File: config.mk
export PLATFORM = sky130hd
export DESIGN_NAME = indexed_linked_list_store_top_flat
export DESIGN_NICKNAME = d
export VERILOG_FILES = /design/src/hw/rtl/ills_pkg.sv /design/src/hw/rtl/ills_if.sv /design/src/hw/rtl/indexed_linked_list_store_top.sv /design/src/hw/rtl/ills_ram.sv /design/src/flat_wrapper.sv
export VERILOG_INCLUDE_DIRS = /design/src /design/src/hw/rtl
export SDC_FILE = /design/constraint.sdc
export NUM_CORES = 1
export LEC_CHECK = 0
export ABC_AREA = 0
export BUFFER_PORTS_ARGS = -buffer_cell sky130_fd_sc_hd__buf_2
export CORE_AREA = 4 4 334 237
export CTS_CLUSTER_DIAMETER = 60
export DETAILED_ROUTE_END_ITERATION = 6
export DIE_AREA = 0 0 338 241
export PLACE_DENSITY_LB_ADDON = 0.15
export SYNTH_ARGS = -nofsm -noshare
export SYNTH_HDL_FRONTEND = slang
export SYNTH_HIERARCHICAL = 1
export SYNTH_SLANG_ARGS = --single-unit
File: constraint.sdc
create_clock -name clk -period 6.8 [get_ports clk]
set_clock_uncertainty 0.15 [all_clocks]
set_input_delay 1.02 -clock clk [delete_from_list [all_inputs] [get_ports clk]]
set_output_delay 1.02 -clock clk [all_outputs]
set_load 0.01 [all_outputs]
File: src/hw/rtl/assert_macros.svh
// assertion macros used by the rtl top module
`ifndef ASSERT_MACROS_SVH
`define ASSERT_MACROS_SVH

// same-cycle implication, sampled on clk, off while rst_n is low
`define ASSERT_SAME(label, ante, cons) \
  label: assert property (@(posedge clk) disable iff (!rst_n) (ante) |-> (cons)) \
    else $error("same-cycle check failed");

// next-cycle implication, sampled on clk, off while rst_n is low
`define ASSERT_NEXT(label, ante, cons) \
  label: assert property (@(posedge clk) disable iff (!rst_n) (ante) |=> (cons)) \
    else $error("next-cycle check failed");

`endif

File: src/hw/rtl/ills_pkg.sv
// shared widths, codes and defaults of the linked list store
package ills_pkg;

  localparam int OP_W        = 3;
  localparam int POS_W       = 5;
  localparam int DATA_W      = 32;
  localparam int STATUS_W    = 2;
  localparam int COUNT_W     = 5;
  localparam int VALUE_MAX_W = 64;

  localparam int CAPACITY_DEF    = 16;
  localparam int VALUE_WIDTH_DEF = 32;

  localparam logic [OP_W-1:0] OP_APPEND = 3'd0;
  localparam logic [OP_W-1:0] OP_INSERT = 3'd1;
  localparam logic [OP_W-1:0] OP_UPDATE = 3'd2;
  localparam logic [OP_W-1:0] OP_REMOVE = 3'd3;
  localparam logic [OP_W-1:0] OP_READ   = 3'd4;

  localparam logic [STATUS_W-1:0] ST_DONE  = 2'd0;
  localparam logic [STATUS_W-1:0] ST_RANGE = 2'd1;
  localparam logic [STATUS_W-1:0] ST_FULL  = 2'd2;

endpackage

File: src/hw/rtl/ills_if.sv
// request and result channel interfaces
interface ills_in_if import ills_pkg::*; ();
  logic                valid;
  logic                ready;
  logic [OP_W-1:0]     op;
  logic [POS_W-1:0]    position;
  logic [DATA_W-1:0]   data_value;

  modport source (output valid, output op, output position, output data_value, input ready);
  modport sink   (input valid, input op, input position, input data_value, output ready);
endinterface

interface ills_out_if import ills_pkg::*; ();
  logic                valid;
  logic                ready;
  logic [STATUS_W-1:0] status;
  logic [DATA_W-1:0]   read_value;
  logic [COUNT_W-1:0]  element_count;

  modport source (output valid, output status, output read_value, output element_count,
                  input ready);
  modport sink   (input valid, input status, input read_value, input element_count,
                  output ready);
endinterface

File: src/hw/rtl/indexed_linked_list_store_top.sv
// one request at a time; a request is held from acceptance until its result is loaded
// a rejected or unknown request goes from S_DECIDE straight to S_RESP
// a walk follows k links to the position, k <= length/2, one link per S_WALK and S_WSTEP pass
// next request taken in the cycle after the result loads
// synchronous active-low reset empties the list at once; the rams need no clearing pass
`include "assert_macros.svh"

module indexed_linked_list_store_top import ills_pkg::*; #(
  parameter int CAPACITY    = CAPACITY_DEF,
  parameter int VALUE_WIDTH = VALUE_WIDTH_DEF
) (
  input  logic     clk,
  input  logic     rst_n,
  ills_in_if.sink  in_ch,
  ills_out_if.source out_ch
);

  // slot index and element count widths follow from the pool size
  localparam int SLOT_W = $clog2(CAPACITY);
  localparam int CNT_W  = $clog2(CAPACITY + 1);
  localparam int CMP_W  = (CNT_W > POS_W) ? CNT_W : POS_W;

  // sequencer states, one-hot
  typedef enum logic [11:0] {
    S_IDLE   = 12'b0000_0000_0001,
    S_DECIDE = 12'b0000_0000_0010,
    S_POP    = 12'b0000_0000_0100,
    S_WALK   = 12'b0000_0000_1000,
    S_WSTEP  = 12'b0000_0001_0000,
    S_BWAIT  = 12'b0000_0010_0000,
    S_RDWAIT = 12'b0000_0100_0000,
    S_RMWAIT = 12'b0000_1000_0000,
    S_FREE   = 12'b0001_0000_0000,
    S_LINK1  = 12'b0010_0000_0000,
    S_LINK2  = 12'b0100_0000_0000,
    S_RESP   = 12'b1000_0000_0000
  } state_t;

  // where in the list an insert or remove lands
  typedef enum logic [1:0] {
    EK_SOLE,
    EK_HEAD,
    EK_TAIL,
    EK_MID
  } edge_kind_t;

  state_t                  state_r, state_nxt;
  edge_kind_t              kind_r, kind_nxt;
  logic [OP_W-1:0]         op_r;
  logic [POS_W-1:0]        pos_r;
  logic [VALUE_WIDTH-1:0]  val_r;
  logic [SLOT_W-1:0]       head_r, head_nxt;
  logic [SLOT_W-1:0]       tail_r, tail_nxt;
  logic [CNT_W-1:0]        len_r, len_nxt;
  logic [CNT_W-1:0]        fs_r, fs_nxt;        // entries on the free stack
  logic [CNT_W-1:0]        fresh_r, fresh_nxt;  // slots never handed out so far
  logic [SLOT_W-1:0]       cur_r, cur_nxt;      // walk pointer, also the located slot
  logic [SLOT_W-1:0]       aux_r, aux_nxt;      // predecessor for a link-in
  logic [SLOT_W-1:0]       new_r, new_nxt;      // freshly allocated slot
  logic [CNT_W-1:0]        steps_r, steps_nxt;
  logic                    dir_bwd_r, dir_bwd_nxt;
  logic [STATUS_W-1:0]     status_r, status_nxt;
  logic [VALUE_WIDTH-1:0]  rv_r, rv_nxt;

  logic                    out_valid_r, out_valid_nxt;
  logic [STATUS_W-1:0]     out_status_r;
  logic [DATA_W-1:0]       out_rv_r;
  logic [COUNT_W-1:0]      out_cnt_r;
  logic                    out_load;

  // ram ports
  logic                    val_we, fwd_we, bwd_we, free_we;
  logic [SLOT_W-1:0]       val_waddr, fwd_waddr, bwd_waddr, free_waddr;
  logic [VALUE_WIDTH-1:0]  val_wdata, val_rdata;
  logic [SLOT_W-1:0]       fwd_wdata, bwd_wdata, free_wdata;
  logic [SLOT_W-1:0]       fwd_rdata, bwd_rdata, free_rdata;
  logic [CNT_W-1:0]        fs_dec;

  // comparison helpers at one common width, widened value copies and the accept strobe
  logic [CMP_W-1:0]        pos_x, len_x, cap_x;
  logic [VALUE_MAX_W-1:0]  data_wide, rv_wide;
  logic                    in_acc;

  assign pos_x  = CMP_W'(pos_r);
  assign len_x  = CMP_W'(len_r);
  assign cap_x  = CMP_W'(CAPACITY);
  assign fs_dec = fs_r - CNT_W'(1);

  assign data_wide = VALUE_MAX_W'(in_ch.data_value);
  assign rv_wide   = VALUE_MAX_W'(rv_r);

  // requests are taken only while the sequencer rests; a waiting result does not block
  assign in_ch.ready = (state_r == S_IDLE);
  assign in_acc      = in_ch.valid && in_ch.ready;

  // value, forward link, backward link and free stack storage
  ills_ram #(.WIDTH(VALUE_WIDTH), .DEPTH(CAPACITY)) u_val_ram (
    .clk(clk), .we(val_we), .waddr(val_waddr), .wdata(val_wdata),
    .raddr(cur_r), .rdata(val_rdata)
  );

  ills_ram #(.WIDTH(SLOT_W), .DEPTH(CAPACITY)) u_fwd_ram (
    .clk(clk), .we(fwd_we), .waddr(fwd_waddr), .wdata(fwd_wdata),
    .raddr(cur_r), .rdata(fwd_rdata)
  );

  ills_ram #(.WIDTH(SLOT_W), .DEPTH(CAPACITY)) u_bwd_ram (
    .clk(clk), .we(bwd_we), .waddr(bwd_waddr), .wdata(bwd_wdata),
    .raddr(cur_r), .rdata(bwd_rdata)
  );

  // top of stack is read every cycle, so it is ready in the cycle after the decision
  ills_ram #(.WIDTH(SLOT_W), .DEPTH(CAPACITY)) u_free_ram (
    .clk(clk), .we(free_we), .waddr(free_waddr), .wdata(free_wdata),
    .raddr(fs_dec[SLOT_W-1:0]), .rdata(free_rdata)
  );

  // sequencer
  always_comb begin
    state_nxt   = state_r;
    kind_nxt    = kind_r;
    head_nxt    = head_r;
    tail_nxt    = tail_r;
    len_nxt     = len_r;
    fs_nxt      = fs_r;
    fresh_nxt   = fresh_r;
    cur_nxt     = cur_r;
    aux_nxt     = aux_r;
    new_nxt     = new_r;
    steps_nxt   = steps_r;
    dir_bwd_nxt = dir_bwd_r;
    status_nxt  = status_r;
    rv_nxt      = rv_r;

    val_we     = 1'b0;
    val_waddr  = cur_r;
    val_wdata  = val_r;
    fwd_we     = 1'b0;
    fwd_waddr  = cur_r;
    fwd_wdata  = '0;
    bwd_we     = 1'b0;
    bwd_waddr  = cur_r;
    bwd_wdata  = '0;
    free_we    = 1'b0;
    free_waddr = fs_r[SLOT_W-1:0];
    free_wdata = cur_r;

    out_load = 1'b0;

    case (state_r)
      S_IDLE: begin
        if (in_acc) begin
          state_nxt = S_DECIDE;
        end
      end

      S_DECIDE: begin
        status_nxt = ST_DONE;
        rv_nxt     = '0;
        // walk set-up: from the head when the position lies in the first half
        if (pos_x <= (len_x >> 1)) begin
          cur_nxt     = head_r;
          dir_bwd_nxt = 1'b0;
          steps_nxt   = CNT_W'(pos_x);
        end else begin
          cur_nxt     = tail_r;
          dir_bwd_nxt = 1'b1;
          steps_nxt   = CNT_W'(len_x - pos_x - CMP_W'(1));
        end
        aux_nxt = tail_r;

        case (op_r)
          OP_APPEND, OP_INSERT: begin
            if (op_r == OP_INSERT && pos_x > len_x) begin
              status_nxt = ST_RANGE;
              state_nxt  = S_RESP;
            end else if (len_x == cap_x) begin
              status_nxt = ST_FULL;
              state_nxt  = S_RESP;
            end else begin
              if (len_r == '0) begin
                kind_nxt = EK_SOLE;
              end else if (op_r == OP_APPEND || pos_x == len_x) begin
                kind_nxt = EK_TAIL;
              end else if (pos_r == '0) begin
                kind_nxt = EK_HEAD;
                cur_nxt  = head_r;
              end else begin
                kind_nxt = EK_MID;
              end
              // allocation: recycled slot first, else a never-used one
              if (fs_r != '0) begin
                fs_nxt    = fs_dec;
                state_nxt = S_POP;
              end else begin
                new_nxt   = fresh_r[SLOT_W-1:0];
                fresh_nxt = fresh_r + CNT_W'(1);
                state_nxt = (kind_nxt == EK_MID) ? S_WALK : S_LINK1;
              end
            end
          end

          OP_UPDATE, OP_REMOVE, OP_READ: begin
            if (pos_x >= len_x) begin
              status_nxt = ST_RANGE;
              state_nxt  = S_RESP;
            end else begin
              if (len_r == CNT_W'(1)) begin
                kind_nxt = EK_SOLE;
              end else if (pos_r == '0) begin
                kind_nxt = EK_HEAD;
              end else if (pos_x == len_x - CMP_W'(1)) begin
                kind_nxt = EK_TAIL;
              end else begin
                kind_nxt = EK_MID;
              end
              state_nxt = S_WALK;
            end
          end

          default: begin
            state_nxt = S_RESP;
          end
        endcase
      end

      S_POP: begin
        new_nxt   = free_rdata;
        state_nxt = (kind_r == EK_MID) ? S_WALK : S_LINK1;
      end

      S_WALK: begin
        if (steps_r == '0) begin
          // cur_r is the slot at the position; its links and value are read now
          case (op_r)
            OP_UPDATE: begin
              val_we    = 1'b1;
              val_waddr = cur_r;
              state_nxt = S_RESP;
            end
            OP_READ:   state_nxt = S_RDWAIT;
            OP_REMOVE: state_nxt = S_RMWAIT;
            default:   state_nxt = S_BWAIT;
          endcase
        end else begin
          state_nxt = S_WSTEP;
        end
      end

      S_WSTEP: begin
        cur_nxt   = dir_bwd_r ? bwd_rdata : fwd_rdata;
        steps_nxt = steps_r - CNT_W'(1);
        state_nxt = S_WALK;
      end

      S_RDWAIT: begin
        rv_nxt    = val_rdata;
        state_nxt = S_RESP;
      end

      S_BWAIT: begin
        aux_nxt   = bwd_rdata;
        state_nxt = S_LINK1;
      end

      S_RMWAIT: begin
        // unlink cur_r using its forward and backward links
        case (kind_r)
          EK_SOLE: begin
            head_nxt = '0;
            tail_nxt = '0;
          end
          EK_HEAD: begin
            head_nxt  = fwd_rdata;
            bwd_we    = 1'b1;
            bwd_waddr = fwd_rdata;
            bwd_wdata = '0;
          end
          EK_TAIL: begin
            tail_nxt  = bwd_rdata;
            fwd_we    = 1'b1;
            fwd_waddr = bwd_rdata;
            fwd_wdata = '0;
          end
          default: begin
            fwd_we    = 1'b1;
            fwd_waddr = bwd_rdata;
            fwd_wdata = fwd_rdata;
            bwd_we    = 1'b1;
            bwd_waddr = fwd_rdata;
            bwd_wdata = bwd_rdata;
          end
        endcase
        state_nxt = S_FREE;
      end

      S_FREE: begin
        free_we   = 1'b1;
        fs_nxt    = fs_r + CNT_W'(1);
        len_nxt   = len_r - CNT_W'(1);
        state_nxt = S_RESP;
      end

      S_LINK1: begin
        val_we    = 1'b1;
        val_waddr = new_r;
        bwd_we    = 1'b1;
        bwd_waddr = new_r;
        fwd_we    = 1'b1;
        case (kind_r)
          EK_SOLE: begin
            fwd_waddr = new_r;
            fwd_wdata = '0;
            bwd_wdata = '0;
          end
          EK_HEAD: begin
            fwd_waddr = new_r;
            fwd_wdata = cur_r;
            bwd_wdata = '0;
          end
          default: begin
            fwd_waddr = aux_r;
            fwd_wdata = new_r;
            bwd_wdata = aux_r;
          end
        endcase
        state_nxt = S_LINK2;
      end

      S_LINK2: begin
        case (kind_r)
          EK_SOLE: begin
            head_nxt = new_r;
            tail_nxt = new_r;
          end
          EK_HEAD: begin
            bwd_we    = 1'b1;
            bwd_waddr = cur_r;
            bwd_wdata = new_r;
            head_nxt  = new_r;
          end
          EK_TAIL: begin
            fwd_we    = 1'b1;
            fwd_waddr = new_r;
            fwd_wdata = '0;
            tail_nxt  = new_r;
          end
          default: begin
            fwd_we    = 1'b1;
            fwd_waddr = new_r;
            fwd_wdata = cur_r;
            bwd_we    = 1'b1;
            bwd_waddr = cur_r;
            bwd_wdata = new_r;
          end
        endcase
        len_nxt   = len_r + CNT_W'(1);
        state_nxt = S_RESP;
      end

      S_RESP: begin
        // result register free or being emptied this cycle
        if (!out_valid_r || out_ch.ready) begin
          out_load  = 1'b1;
          state_nxt = S_IDLE;
        end
      end

      default: begin
        state_nxt = S_IDLE;
      end
    endcase
  end

  always_comb begin
    out_valid_nxt = out_valid_r;
    if (out_load) begin
      out_valid_nxt = 1'b1;
    end else if (out_valid_r && out_ch.ready) begin
      out_valid_nxt = 1'b0;
    end
  end

  // control state
  always_ff @(posedge clk) begin
    if (!rst_n) begin
      state_r     <= S_IDLE;
      head_r      <= '0;
      tail_r      <= '0;
      len_r       <= '0;
      fs_r        <= '0;
      fresh_r     <= '0;
      out_valid_r <= 1'b0;
    end else begin
      state_r     <= state_nxt;
      head_r      <= head_nxt;
      tail_r      <= tail_nxt;
      len_r       <= len_nxt;
      fs_r        <= fs_nxt;
      fresh_r     <= fresh_nxt;
      out_valid_r <= out_valid_nxt;
    end
  end

  // request payload and working registers
  always_ff @(posedge clk) begin
    if (in_acc) begin
      op_r  <= in_ch.op;
      pos_r <= in_ch.position;
      val_r <= data_wide[VALUE_WIDTH-1:0];
    end
    kind_r    <= kind_nxt;
    cur_r     <= cur_nxt;
    aux_r     <= aux_nxt;
    new_r     <= new_nxt;
    steps_r   <= steps_nxt;
    dir_bwd_r <= dir_bwd_nxt;
    status_r  <= status_nxt;
    rv_r      <= rv_nxt;
    if (out_load) begin
      out_status_r <= status_r;
      out_rv_r     <= rv_wide[DATA_W-1:0];
      out_cnt_r    <= COUNT_W'(len_r);
    end
  end

  assign out_ch.valid         = out_valid_r;
  assign out_ch.status        = out_status_r;
  assign out_ch.read_value    = out_rv_r;
  assign out_ch.element_count = out_cnt_r;

  // slot accounting: every slot handed out is either in the list or on the free stack
  `ASSERT_SAME(a_slot_balance, state_r == S_IDLE,
               (CNT_W + 1)'(len_r) + (CNT_W + 1)'(fs_r) == (CNT_W + 1)'(fresh_r))
  // a walk never needs more hops than the list has links
  `ASSERT_SAME(a_walk_bound, state_r == S_WALK, steps_r < len_r)
  // a link-in only ever happens with room in the pool
  `ASSERT_SAME(a_link_room, state_r == S_LINK1, len_x < cap_x)
  // a loaded result always shows as valid on the result channel
  `ASSERT_NEXT(a_load_shows, out_load, out_valid_r)

endmodule

File: src/hw/rtl/ills_ram.sv
// generic single write port ram with registered read
module ills_ram #(
  parameter int WIDTH = 32,
  parameter int DEPTH = 16
) (
  input  logic                     clk,
  input  logic                     we,
  input  logic [$clog2(DEPTH)-1:0] waddr,
  input  logic [WIDTH-1:0]         wdata,
  input  logic [$clog2(DEPTH)-1:0] raddr,
  output logic [WIDTH-1:0]         rdata
);

  logic [WIDTH-1:0] mem [DEPTH];
  logic [WIDTH-1:0] rdata_r;

  always_ff @(posedge clk) begin
    if (we) begin
      mem[waddr] <= wdata;
    end
    rdata_r <= mem[raddr];
  end

  assign rdata = rdata_r;

endmodule
File: src/flat_wrapper.sv
// flat-port wrapper written by rule: the top's interface ports become plain ports
module indexed_linked_list_store_top_flat import ills_pkg::*;
#(
  parameter int CAPACITY    = CAPACITY_DEF,
  parameter int VALUE_WIDTH = VALUE_WIDTH_DEF
)
  (clk, rst_n, in_ch_valid, in_ch_op, in_ch_position, in_ch_data_value, in_ch_ready, out_ch_valid, out_ch_status, out_ch_read_value, out_ch_element_count, out_ch_ready);
  ills_in_if in_ch_i ();
  ills_out_if out_ch_i ();
  input  logic clk;
  input  logic rst_n;
  input wire logic [$bits(in_ch_i.valid)-1:0] in_ch_valid;
  input wire logic [$bits(in_ch_i.op)-1:0] in_ch_op;
  input wire logic [$bits(in_ch_i.position)-1:0] in_ch_position;
  input wire logic [$bits(in_ch_i.data_value)-1:0] in_ch_data_value;
  output wire logic [$bits(in_ch_i.ready)-1:0] in_ch_ready;
  output wire logic [$bits(out_ch_i.valid)-1:0] out_ch_valid;
  output wire logic [$bits(out_ch_i.status)-1:0] out_ch_status;
  output wire logic [$bits(out_ch_i.read_value)-1:0] out_ch_read_value;
  output wire logic [$bits(out_ch_i.element_count)-1:0] out_ch_element_count;
  input wire logic [$bits(out_ch_i.ready)-1:0] out_ch_ready;
  assign in_ch_i.valid = in_ch_valid;
  assign in_ch_i.op = in_ch_op;
  assign in_ch_i.position = in_ch_position;
  assign in_ch_i.data_value = in_ch_data_value;
  assign in_ch_ready = in_ch_i.ready;
  assign out_ch_valid = out_ch_i.valid;
  assign out_ch_status = out_ch_i.status;
  assign out_ch_read_value = out_ch_i.read_value;
  assign out_ch_element_count = out_ch_i.element_count;
  assign out_ch_i.ready = out_ch_ready;
  indexed_linked_list_store_top #(.CAPACITY(CAPACITY), .VALUE_WIDTH(VALUE_WIDTH)) u_core (.clk(clk), .rst_n(rst_n), .in_ch(in_ch_i), .out_ch(out_ch_i));
endmodule
## Word-level counts from Yosys, hierarchy flattened

Memories as Yosys holds them, arrays and structs flattened. A register that Yosys moved wholly into a read port is not among the register bits.
Cells that the tools add are included.

- Bits in registers: 169
- RAM bits: 704
- Input bits: 44
- Output and inout bits: 41
- Word-level logic and storage cells: 208
- Memories kept: 4

- Add/subtract/negate cells: 8
- Magnitude comparators: 3
- Eq/ne operators: 38
- Muxes and demuxes: 96
- Bitwise logic cells: 3
- Reductions and logical operators: 35

Memories:

| memory | depth | bits a word | rd ports | clocked after Yosys merged registers in | wr ports | RTL line | source |
|---|---|---|---|---|---|---|---|
| u_core.u_val_ram.mem | 16 | 32 | 1 | 1 | 1 | ills_ram.sv:14 | `logic [WIDTH-1:0] mem [DEPTH];` |
| u_core.u_bwd_ram.mem | 16 | 4 | 1 | 1 | 1 | ills_ram.sv:14 |  |
| u_core.u_free_ram.mem | 16 | 4 | 1 | 1 | 1 | ills_ram.sv:14 |  |
| u_core.u_fwd_ram.mem | 16 | 4 | 1 | 1 | 1 | ills_ram.sv:14 |  |

Operators by type and width:

| cell | count |
|---|---|
| $pmux 12 s10 | 1 |
| $mux 4 | 24 |
| $mux 12 | 7 |
| $pmux 4 s2 | 9 |
| $pmux 32 s2 | 1 |
| $pmux 12 s3 | 1 |
| $pmux 4 s3 | 3 |
| $pmux 5 s2 | 3 |
| $mux 2 | 14 |
| $mux 5 | 5 |
| $pmux 12 s2 | 1 |
| $mux 1 | 20 |
| $mux 10 | 2 |
| $ne 2x2->1 const B | 10 |
| $reduce_and 5->1 | 4 |
| $sub 5x1->5 const B | 4 |
| $reduce_bool 2->1 | 9 |
| $add 5x1->5 const B | 3 |
| $logic_not 5->1 | 3 |
| $eq 12x1->1 const B | 1 |
| $eq 12x10->1 const B | 1 |
| $eq 12x11->1 const B | 1 |
| $eq 12x12->1 const B | 1 |
| $eq 12x2->1 const B | 1 |
| 34 further kinds | 54 |

## Depth between registers and ports, before layout

Gate-level depths: netlist of run 1.

- Word-level depth: 15
- Gate-level depth with buffers: 9
- Gate-level depth less buffers: 8

## By module

The synthesis of run 1 kept the hierarchy.

Modules (own cells, without submodules):

| module | instances | cells each | area an instance (um2) | seq. area each (um2) |
|---|---|---|---|---|
| ills_ram at u_core.u_val_ram | 1 | 838 | 19835.3 | 16015.4 |
| ills_ram at u_core.u_bwd_ram ... | 3 | 130 | 2666.3 | 2001.9 |
| indexed_linked_list_store_top | 1 | 628 | 7627.3 | 4694.5 |

## Worst setup path after synthesis of run 1

No wires, ideal clock.

- Kind: register to register
- Start: reg u_core.state_r[2]
- End: mem u_core.u_val_ram.mem[0][0] (enable)
- Setup time: 0.461 ns
- Data arrival time: 4.315 ns
- Path slack: 1.874 ns
- Stages on the path, launching flop included: 9
- Path buffers: 1
- Clock period less this slack: 4.926 ns
- Path through: dfxtp_1 > or4_4 > nor2_1 > nand4b_1 > clkbuf_1 > nand2_1 > nand2_1 > or3b_2 > nor3_1

- Elaborated cells on any way between the ends: 6

RTL lines:

| item | RTL line | source |
|---|---|---|
| from (decl) | indexed_linked_list_store_top.sv:47 | `state_t state_r, state_nxt;` |
| from (signal assigned) | indexed_linked_list_store_top.sv:395 | `state_r <= state_nxt;` |
| $eq 12x10->1 | indexed_linked_list_store_top.sv:150 | `case (state_r)` |
| $mux 4 | n/a |  |
| named net u_core.val_waddr[2] | indexed_linked_list_store_top.sv:73 | `logic [SLOT_W-1:0] val_waddr, fwd_waddr, bwd_waddr, free_waddr;` |
| to (decl) | ills_ram.sv:14 |  |

The timed path passes the listed nets, and every way through them passes these cells.

## Worst setup path after layout of run 1

- Start: reg u_core.state_r[8]
- End: mem u_core/u_fwd_ram/mem[0][1] (netlist name) (enable)

- Elaborated cells on any way between the ends: 8

RTL lines:

| item | RTL line |
|---|---|
| $eq 12x11->1 (tied with other cells) | indexed_linked_list_store_top.sv:150 |
| $pmux 4 s3 * | indexed_linked_list_store_top.sv:150 |
| named net u_core.fwd_waddr[3] | indexed_linked_list_store_top.sv:73 |
| to (decl) | ills_ram.sv:14 |

Mark *: on every way through the listed nets, which the timed path passes. The rest lies on a longest branch.

==> impl_metrics.toml, run 1 <==
[worst_hold_path]
holdCritStartpoint = "u_core/rv_r[19]$_SDFFCE_PN0P_"
hold_path_class = "flop to flop"

[clock_network]
h-tree-depth = 3
tritoncts = "done"
clk_pin_slew_ns = 0.06
cts-resized-gates = 0
cts_sinks = 916
worstSkewPairLatency_ns = 0.66
cts_buffer_depth = 3
ctsHoldBuffers = 0
root_buffer = "clkbuf_16"
numCtsBuffers = 87
postCtsSetupBuffers = 0

[sta]
report.final.hold_viol_count = 0
rsz0062_at_grt = "false"
tns_ns = 0
tightest_slew_ns = 1.16
finalCritPeriodShare = 0.617
setup_viol = 0
fmaxAchievable_mhz = 238
whs_ns = 0.255
slew_headroom = 0.223
finalMaxSlewViolations = 0
period_minus_slack_ns = 4.20

[drt]
drt_iter0_drc = 1954
wl_mm = 76.5
vias_per_cell = 5.81
drc = 0
vias = 17771
drt-pass1-iter-count = 5
drtAntennaViolNets = 0
wl_per_cell_um = 25.0

[yosys]
yosysSeqAreaShare = 0.753
ys_ff_latch = 916
synth_cell_type_count = 72
synthesis.area_um2 = 35500
async_reset_ff_frac = 0
yosys_warnings = 6
synth.avg_cell_area_um2 = 19.1
synth_nets = 1923
synth_flop_cell = "edfxtp_1"
synth_cells = 1856
synth_edf_count = 837

[global_route]
track_usage = 0.190
gr-total-overflow = 0
antenna_found_initial = 3
grt_first_pass_wirelength_mm = 115
grt_pass1_vias = 18031
grt_max_degree = 108

[final_layout]
regArea_um2 = 26700
area_delta_synth_final_pct = 13.2
fill_cells = 5885
multi_input_area_um2 = 8380
fin_nets = 2053
layout-drive-gt1-share = 0.215
stdcell_count = 3061

[floorplanning]
die_w_um = 338
start_util = 0.465
fp.dieH_um = 241
num_io_pins = 85
rows = 85
core_area_um2 = 76300
die_area_um2 = 81500

[worst_setup_path]
cp_max_fo = 18
required_ns = 6.94
slowest_stage = "or4b_2"
cp_data_arrival_time_ns = 4.34
r2r-start = "u_core/state_r[8]$_SDFFE_PN0P_"
critical_path_class = "flop to flop"
startpoint_type = "flop"
crit_chain = "or4b_2, nor3_4, nor2_1, a21o_1, a221o_1, or3b_2, nor3_1"
crit_family = "simple AND/OR/NAND/NOR gates"
worst_path_largest_cell_delay_ns = 0.74
crit_start = "u_core/state_r[8]$_SDFFE_PN0P_"
path_buf_inv = 0
critPathCaptureType = "flop"

[flow_run]
maxCapViolations = 0

[place]
routabilityCongestion = 0.855
dp.cells = 2897
hpwl_mm = 44.2
place.port_buffers = 84

[power_and_ir_drop]
p_total_mw = 11.5
max-vdd-ir-drop_v = 0.000190
power_density_nw_per_um2 = 287
p_leak_nw = 12.8

[status]
outcome = "finished clean"
-- worst reg2reg max path: cells and delay by family, from the launching register on --
family / cells / cell delay (ns)
DFF: 1 / 0.36
AOI/OAI and AO/OA: 2 / 0.72
and+or+nand+nor: 5 / 2.61
-- layout make-up --
cell class / instances / area share
Clock buffer: 106 / 0.0583
Sequential cell: 916 / 0.666
Antenna cell: 1 / 0.0000624
Clock inverter: 57 / 0.0163
Tap cell: 1000 / 0.0312
Multi-Input combinational cell: 839 / 0.209
Timing Repair Buffer: 119 / 0.0173
Inverter: 23 / 0.00228
-- stage by stage --
| stage | util | worst slack (ns) | instance area, µm² |
|---|---|---|---|
| floorplan | - | 1.87 | 35500 |
| global placement | 0.487 | 2.84 | 37100 |
| detailed placement | 0.487 | 2.71 | 37100 |
| CTS | 0.526 | 2.68 | 40100 |
| global route | 0.526 | 2.41 | 40100 |
| finish | 0.526 | 2.60 | 40100 |
-- placed cells by master, fill, tap and decap left out, types with 22 or more instances in the layout --
cell type	instances
a21oi_1	23
a22oi_1	83
and2_1	38
buf_2	84
buf_4	34
clkbuf_16	88
dfxtp_1	79
edfxtp_1	837
ha_1	22
inv_1	22
mux4_1	42
mux4_2	134
nand2_1	92
nand3_1	55
nor2_1	86
nor3_1	29
-- registers in the layout, summed over array words and instances, names as in the netlist, 5 cells and up --
| register | cells |
|---|---|
| u_core/u_val_ram/mem | 512 |
| u_core/u_bwd_ram/mem | 64 |
| u_core/u_free_ram/mem | 64 |
| u_core/u_fwd_ram/mem | 64 |
| u_core/out_ch.read_value | 32 |
| u_core/rv_r | 32 |
| u_core/u_val_ram/rdata | 32 |
| u_core/val_r | 32 |
| u_core/state_r | 12 |
| u_core/fs_r | 5 |
| u_core/len_r | 5 |
| u_core/out_ch.element_count | 5 |
| u_core/pos_r | 5 |
| u_core/steps_r | 5 |
-- per-layer routing --
layer | vias up | wire length, µm | GRT usage
li1 | 7832 | - | -
met1 | 9150 | 35300 | 0.291
met2 | 674 | 33400 | 0.275
met3 | 115 | 6440 | 0.0515
met4 | 0 | 1440 | 0.0440
met5 | - | 0 | 0
-- cells in the mapped netlist, types with 9 or more instances --
library cell | number | area share
nand4_1 | 12 | 0.0021
buf_4 | 9 | 0.0019
nand2_1 | 93 | 0.0098
inv_1 | 22 | 0.0023
edfxtp_1 | 837 | 0.71
nand2b_1 | 14 | 0.0025
o21ai_0 | 14 | 0.0020
buf_2 | 12 | 0.0017
nor2b_1 | 18 | 0.0032
dfxtp_1 | 79 | 0.045
clkbuf_1 | 39 | 0.0041
nand3b_1 | 10 | 0.0021
mux2_2 | 9 | 0.0029
nand3_1 | 55 | 0.0078
ha_1 | 22 | 0.0078
a22oi_1 | 83 | 0.018
a21oi_1 | 23 | 0.0032
mux4_2 | 134 | 0.085
xnor2_1 | 16 | 0.0040
mux2i_1 | 10 | 0.0028
buf_1 | 11 | 0.0012
mux4_1 | 42 | 0.031
nor2_1 | 99 | 0.010
nor3_1 | 33 | 0.0047
and2_1 | 40 | 0.0071
-- kinds of logic (layout without fill, tap and decap cells) --
family / after synthesis / in the layout / share of synthesized area
AOI/OAI and AO/OA: 178 / 178 / 0.0357
xor gates and xnor gates: 23 / 23 / 0.00568
adders and majority gates: 23 / 23 / 0.00833
buffers and inverters: 101 / 305 / 0.0144
DFF: 916 / 916 / 0.753
muxes: 195 / 195 / 0.122
other: 0 / 1 / 0
and+or+nand+nor: 420 / 420 / 0.0605
-- power by group --
group	total, mW	switching, mW	internal (mW)
registers	6.27	0.0839	6.18
logic	0.200	0.123	0.0770
clock network	5.03	2.13	2.90
-- final timing paths --
kind                                                               end  slack (ns)  depth (start not counted)
worst min-delay path            u_core/out_ch.read_value[19]$_DFFE_PP_        0.26                          0
worst max register to register    u_core/u_fwd_ram/mem[0][1]$_DFFE_PP_        2.60                          7
worst max-delay path              u_core/u_fwd_ram/mem[0][1]$_DFFE_PP_        2.60                          7
worst min register to register  u_core/out_ch.read_value[19]$_DFFE_PP_        0.26                          0
No activity file was read; power rests on OpenSTA's default activity.
==> run 2: changes to the inputs <==
clock period = 4.3 ns   (was 6.8 ns; I/O delays follow)
==> run 2 against run 1 <==
Compared with the run above: die area did not move; sequential power rose by 58%; critical path depth rose by 1; maximum frequency rose by 13%; total power rose by 55%; hold slack got worse by 0.21 ns; critical path type unchanged; largest cell class unchanged; highest routed layer unchanged.
==> impl_metrics.toml, run 2 (synthesis results as in run 1) <==
[status]
outcome = "finished clean"

[clock_network]
cts-resized-gates = 0
tritoncts = "done"
numCtsBuffers = 88
cts_sinks = 916
ctsHoldBuffers = 19
clk_pin_slew_ns = 0.06
postCtsSetupBuffers = 0
root_buffer = "clkbuf_16"
h-tree-depth = 3
worstSkewPairLatency_ns = 0.64
cts_buffer_depth = 3

[floorplanning]
die_w_um = 338
die_area_um2 = 81500
rows = 85
core_area_um2 = 76300
start_util = 0.465
fp.dieH_um = 241
num_io_pins = 85

[worst_setup_path]
startpoint_type = "flop"
cp_max_fo = 21
critical_path_class = "flop to flop"
cp_data_arrival_time_ns = 3.82
required_ns = 4.42
critPathCaptureType = "flop"

[sta]
setup_viol = 0
slew_headroom = 0.249
rsz0062_at_grt = "false"
tightest_slew_ns = 1.12
fmaxAchievable_mhz = 270
whs_ns = 0.0415
report.final.hold_viol_count = 0
period_minus_slack_ns = 3.71
finalMaxSlewViolations = 0
finalCritPeriodShare = 0.862
tns_ns = 0

[global_route]
antenna_found_initial = 0
gr-total-overflow = 0
grt_max_degree = 93
grt_pass1_vias = 17814
track_usage = 0.190
grt_first_pass_wirelength_mm = 115

[drt]
drt-pass1-iter-count = 5
wl_mm = 77.0
wl_per_cell_um = 24.8
drtAntennaViolNets = 0
vias_per_cell = 5.80
drc = 0
vias = 17977
drt_iter0_drc = 1736

[final_layout]
largest_register_ff_count = 512
mostFrequentLayoutCell = "edfxtp_1"
num_antenna_cells = 0
fin_nets = 2092
fill_cells = 5885
area_delta_synth_final_pct = 14.3
layout-drive-gt1-share = 0.212
layout_common_cells = "edfxtp_1 (837), mux4_2 (134), nand2_1 (92)"
top_register = "u_core/u_val_ram/mem"

[place]
hpwl_mm = 47.4
place.port_buffers = 84
routabilityCongestion = 0.867

[power_and_ir_drop]
power_density_nw_per_um2 = 440
p_leak_nw = 13.0
max-vdd-ir-drop_v = 0.000339

[flow_run]
maxCapViolations = 0

[worst_hold_path]
hold_path_class = "primary input to flop"
-- run 2: cell count changes in the layout (fill, tap and decap cells not counted), moves of 3 or more --
| cell | previous run | this run |
|---|---|---|
| bufinv_16 | 11 | 6 |
| nor3_2 | 4 | 0 |
| buf_12 | 1 | 17 |
| nor3_4 | 1 | 5 |
| buf_4 | 34 | 37 |
| clkbuf_1 | 11 | 26 |
| dlygate4sd3_1 | 0 | 19 |
| clkinv_8 | 1 | 4 |
| clkinvlp_4 | 13 | 1 |
-- run 2: final cells by class --
cell class | instances | area (µm²) | share of cell area
Clock inverter | 43 | 425 | 0.0105
Tap cell | 1000 | 1250 | 0.0309
Clock buffer | 121 | 2420 | 0.0597
Inverter | 23 | 91.3 | 0.00225
Multi-Input combinational cell | 839 | 8400 | 0.207
Sequential cell | 916 | 26700 | 0.659
Timing Repair Buffer | 157 | 1230 | 0.0303
-- run 2: worst max-delay path, cell delays in order, from the launching register on --
cell and delay, ns:
dfxtp_1 0.37, nor3_1 0.51, and4_1 0.28, buf_4 0.24, nor2_1 0.14, a21o_1 0.27, a221o_1 0.43, or3b_2 0.51
nor3_1 0.44
-- run 2: per-layer routing --
| layer | track usage | vias up | share of wire |
|---|---|---|---|
| met4 | 0.0424 | 0 | 0.017 |
| li1 | - | 7917 | - |
| met3 | 0.0326 | 86 | 0.065 |
| met5 | 0 | - | 0 |
| met2 | 0.273 | 598 | 0.43 |
| met1 | 0.306 | 9376 | 0.49 |
-- run 2: through the flow --
step                utilization  cells  setup WS [ns]  total power [mW]  cell area [µm²]
floorplan                     -   1856          0.157              10.3            35500
global placement          0.492   2916          0.699              10.4            37500
detailed placement        0.492   2916          0.655              10.4            37500
CTS                       0.532   3099          0.636              18.0            40500
global route              0.532   3099          0.360              18.4            40500
finish                    0.532   3099          0.591              17.8            40500
-- run 2: power by group --
part / internal [mW] / leakage (nW) / total, mW / switching (mW)
registers: 9.78 / 8.01 / 9.92 / 0.142
logic: 0.139 / 3.61 / 0.336 / 0.197
clock network: 4.33 / 1.40 / 7.56 / 3.23
-- run 2: worst paths after layout --
| check | from | endpoint | slack (ns) | cells after the start |
|---|---|---|---|---|
| setup / recovery | u_core/state_r[8]$_SDFFE_PN0P_ | u_core/u_fwd_ram/mem[0][1]$_DFFE_PP_ | 0.59 | 8 |
| hold / removal | in_ch_data_value[24] | u_core/val_r[24]$_DFFE_PP_ | 0.04 | 1 |
| setup reg to reg | u_core/state_r[8]$_SDFFE_PN0P_ | u_core/u_fwd_ram/mem[0][1]$_DFFE_PP_ | 0.59 | 8 |
| hold reg to reg | u_core/rv_r[13]$_SDFFCE_PN0P_ | u_core/out_ch.read_value[13]$_DFFE_PP_ | 0.27 | 0 |
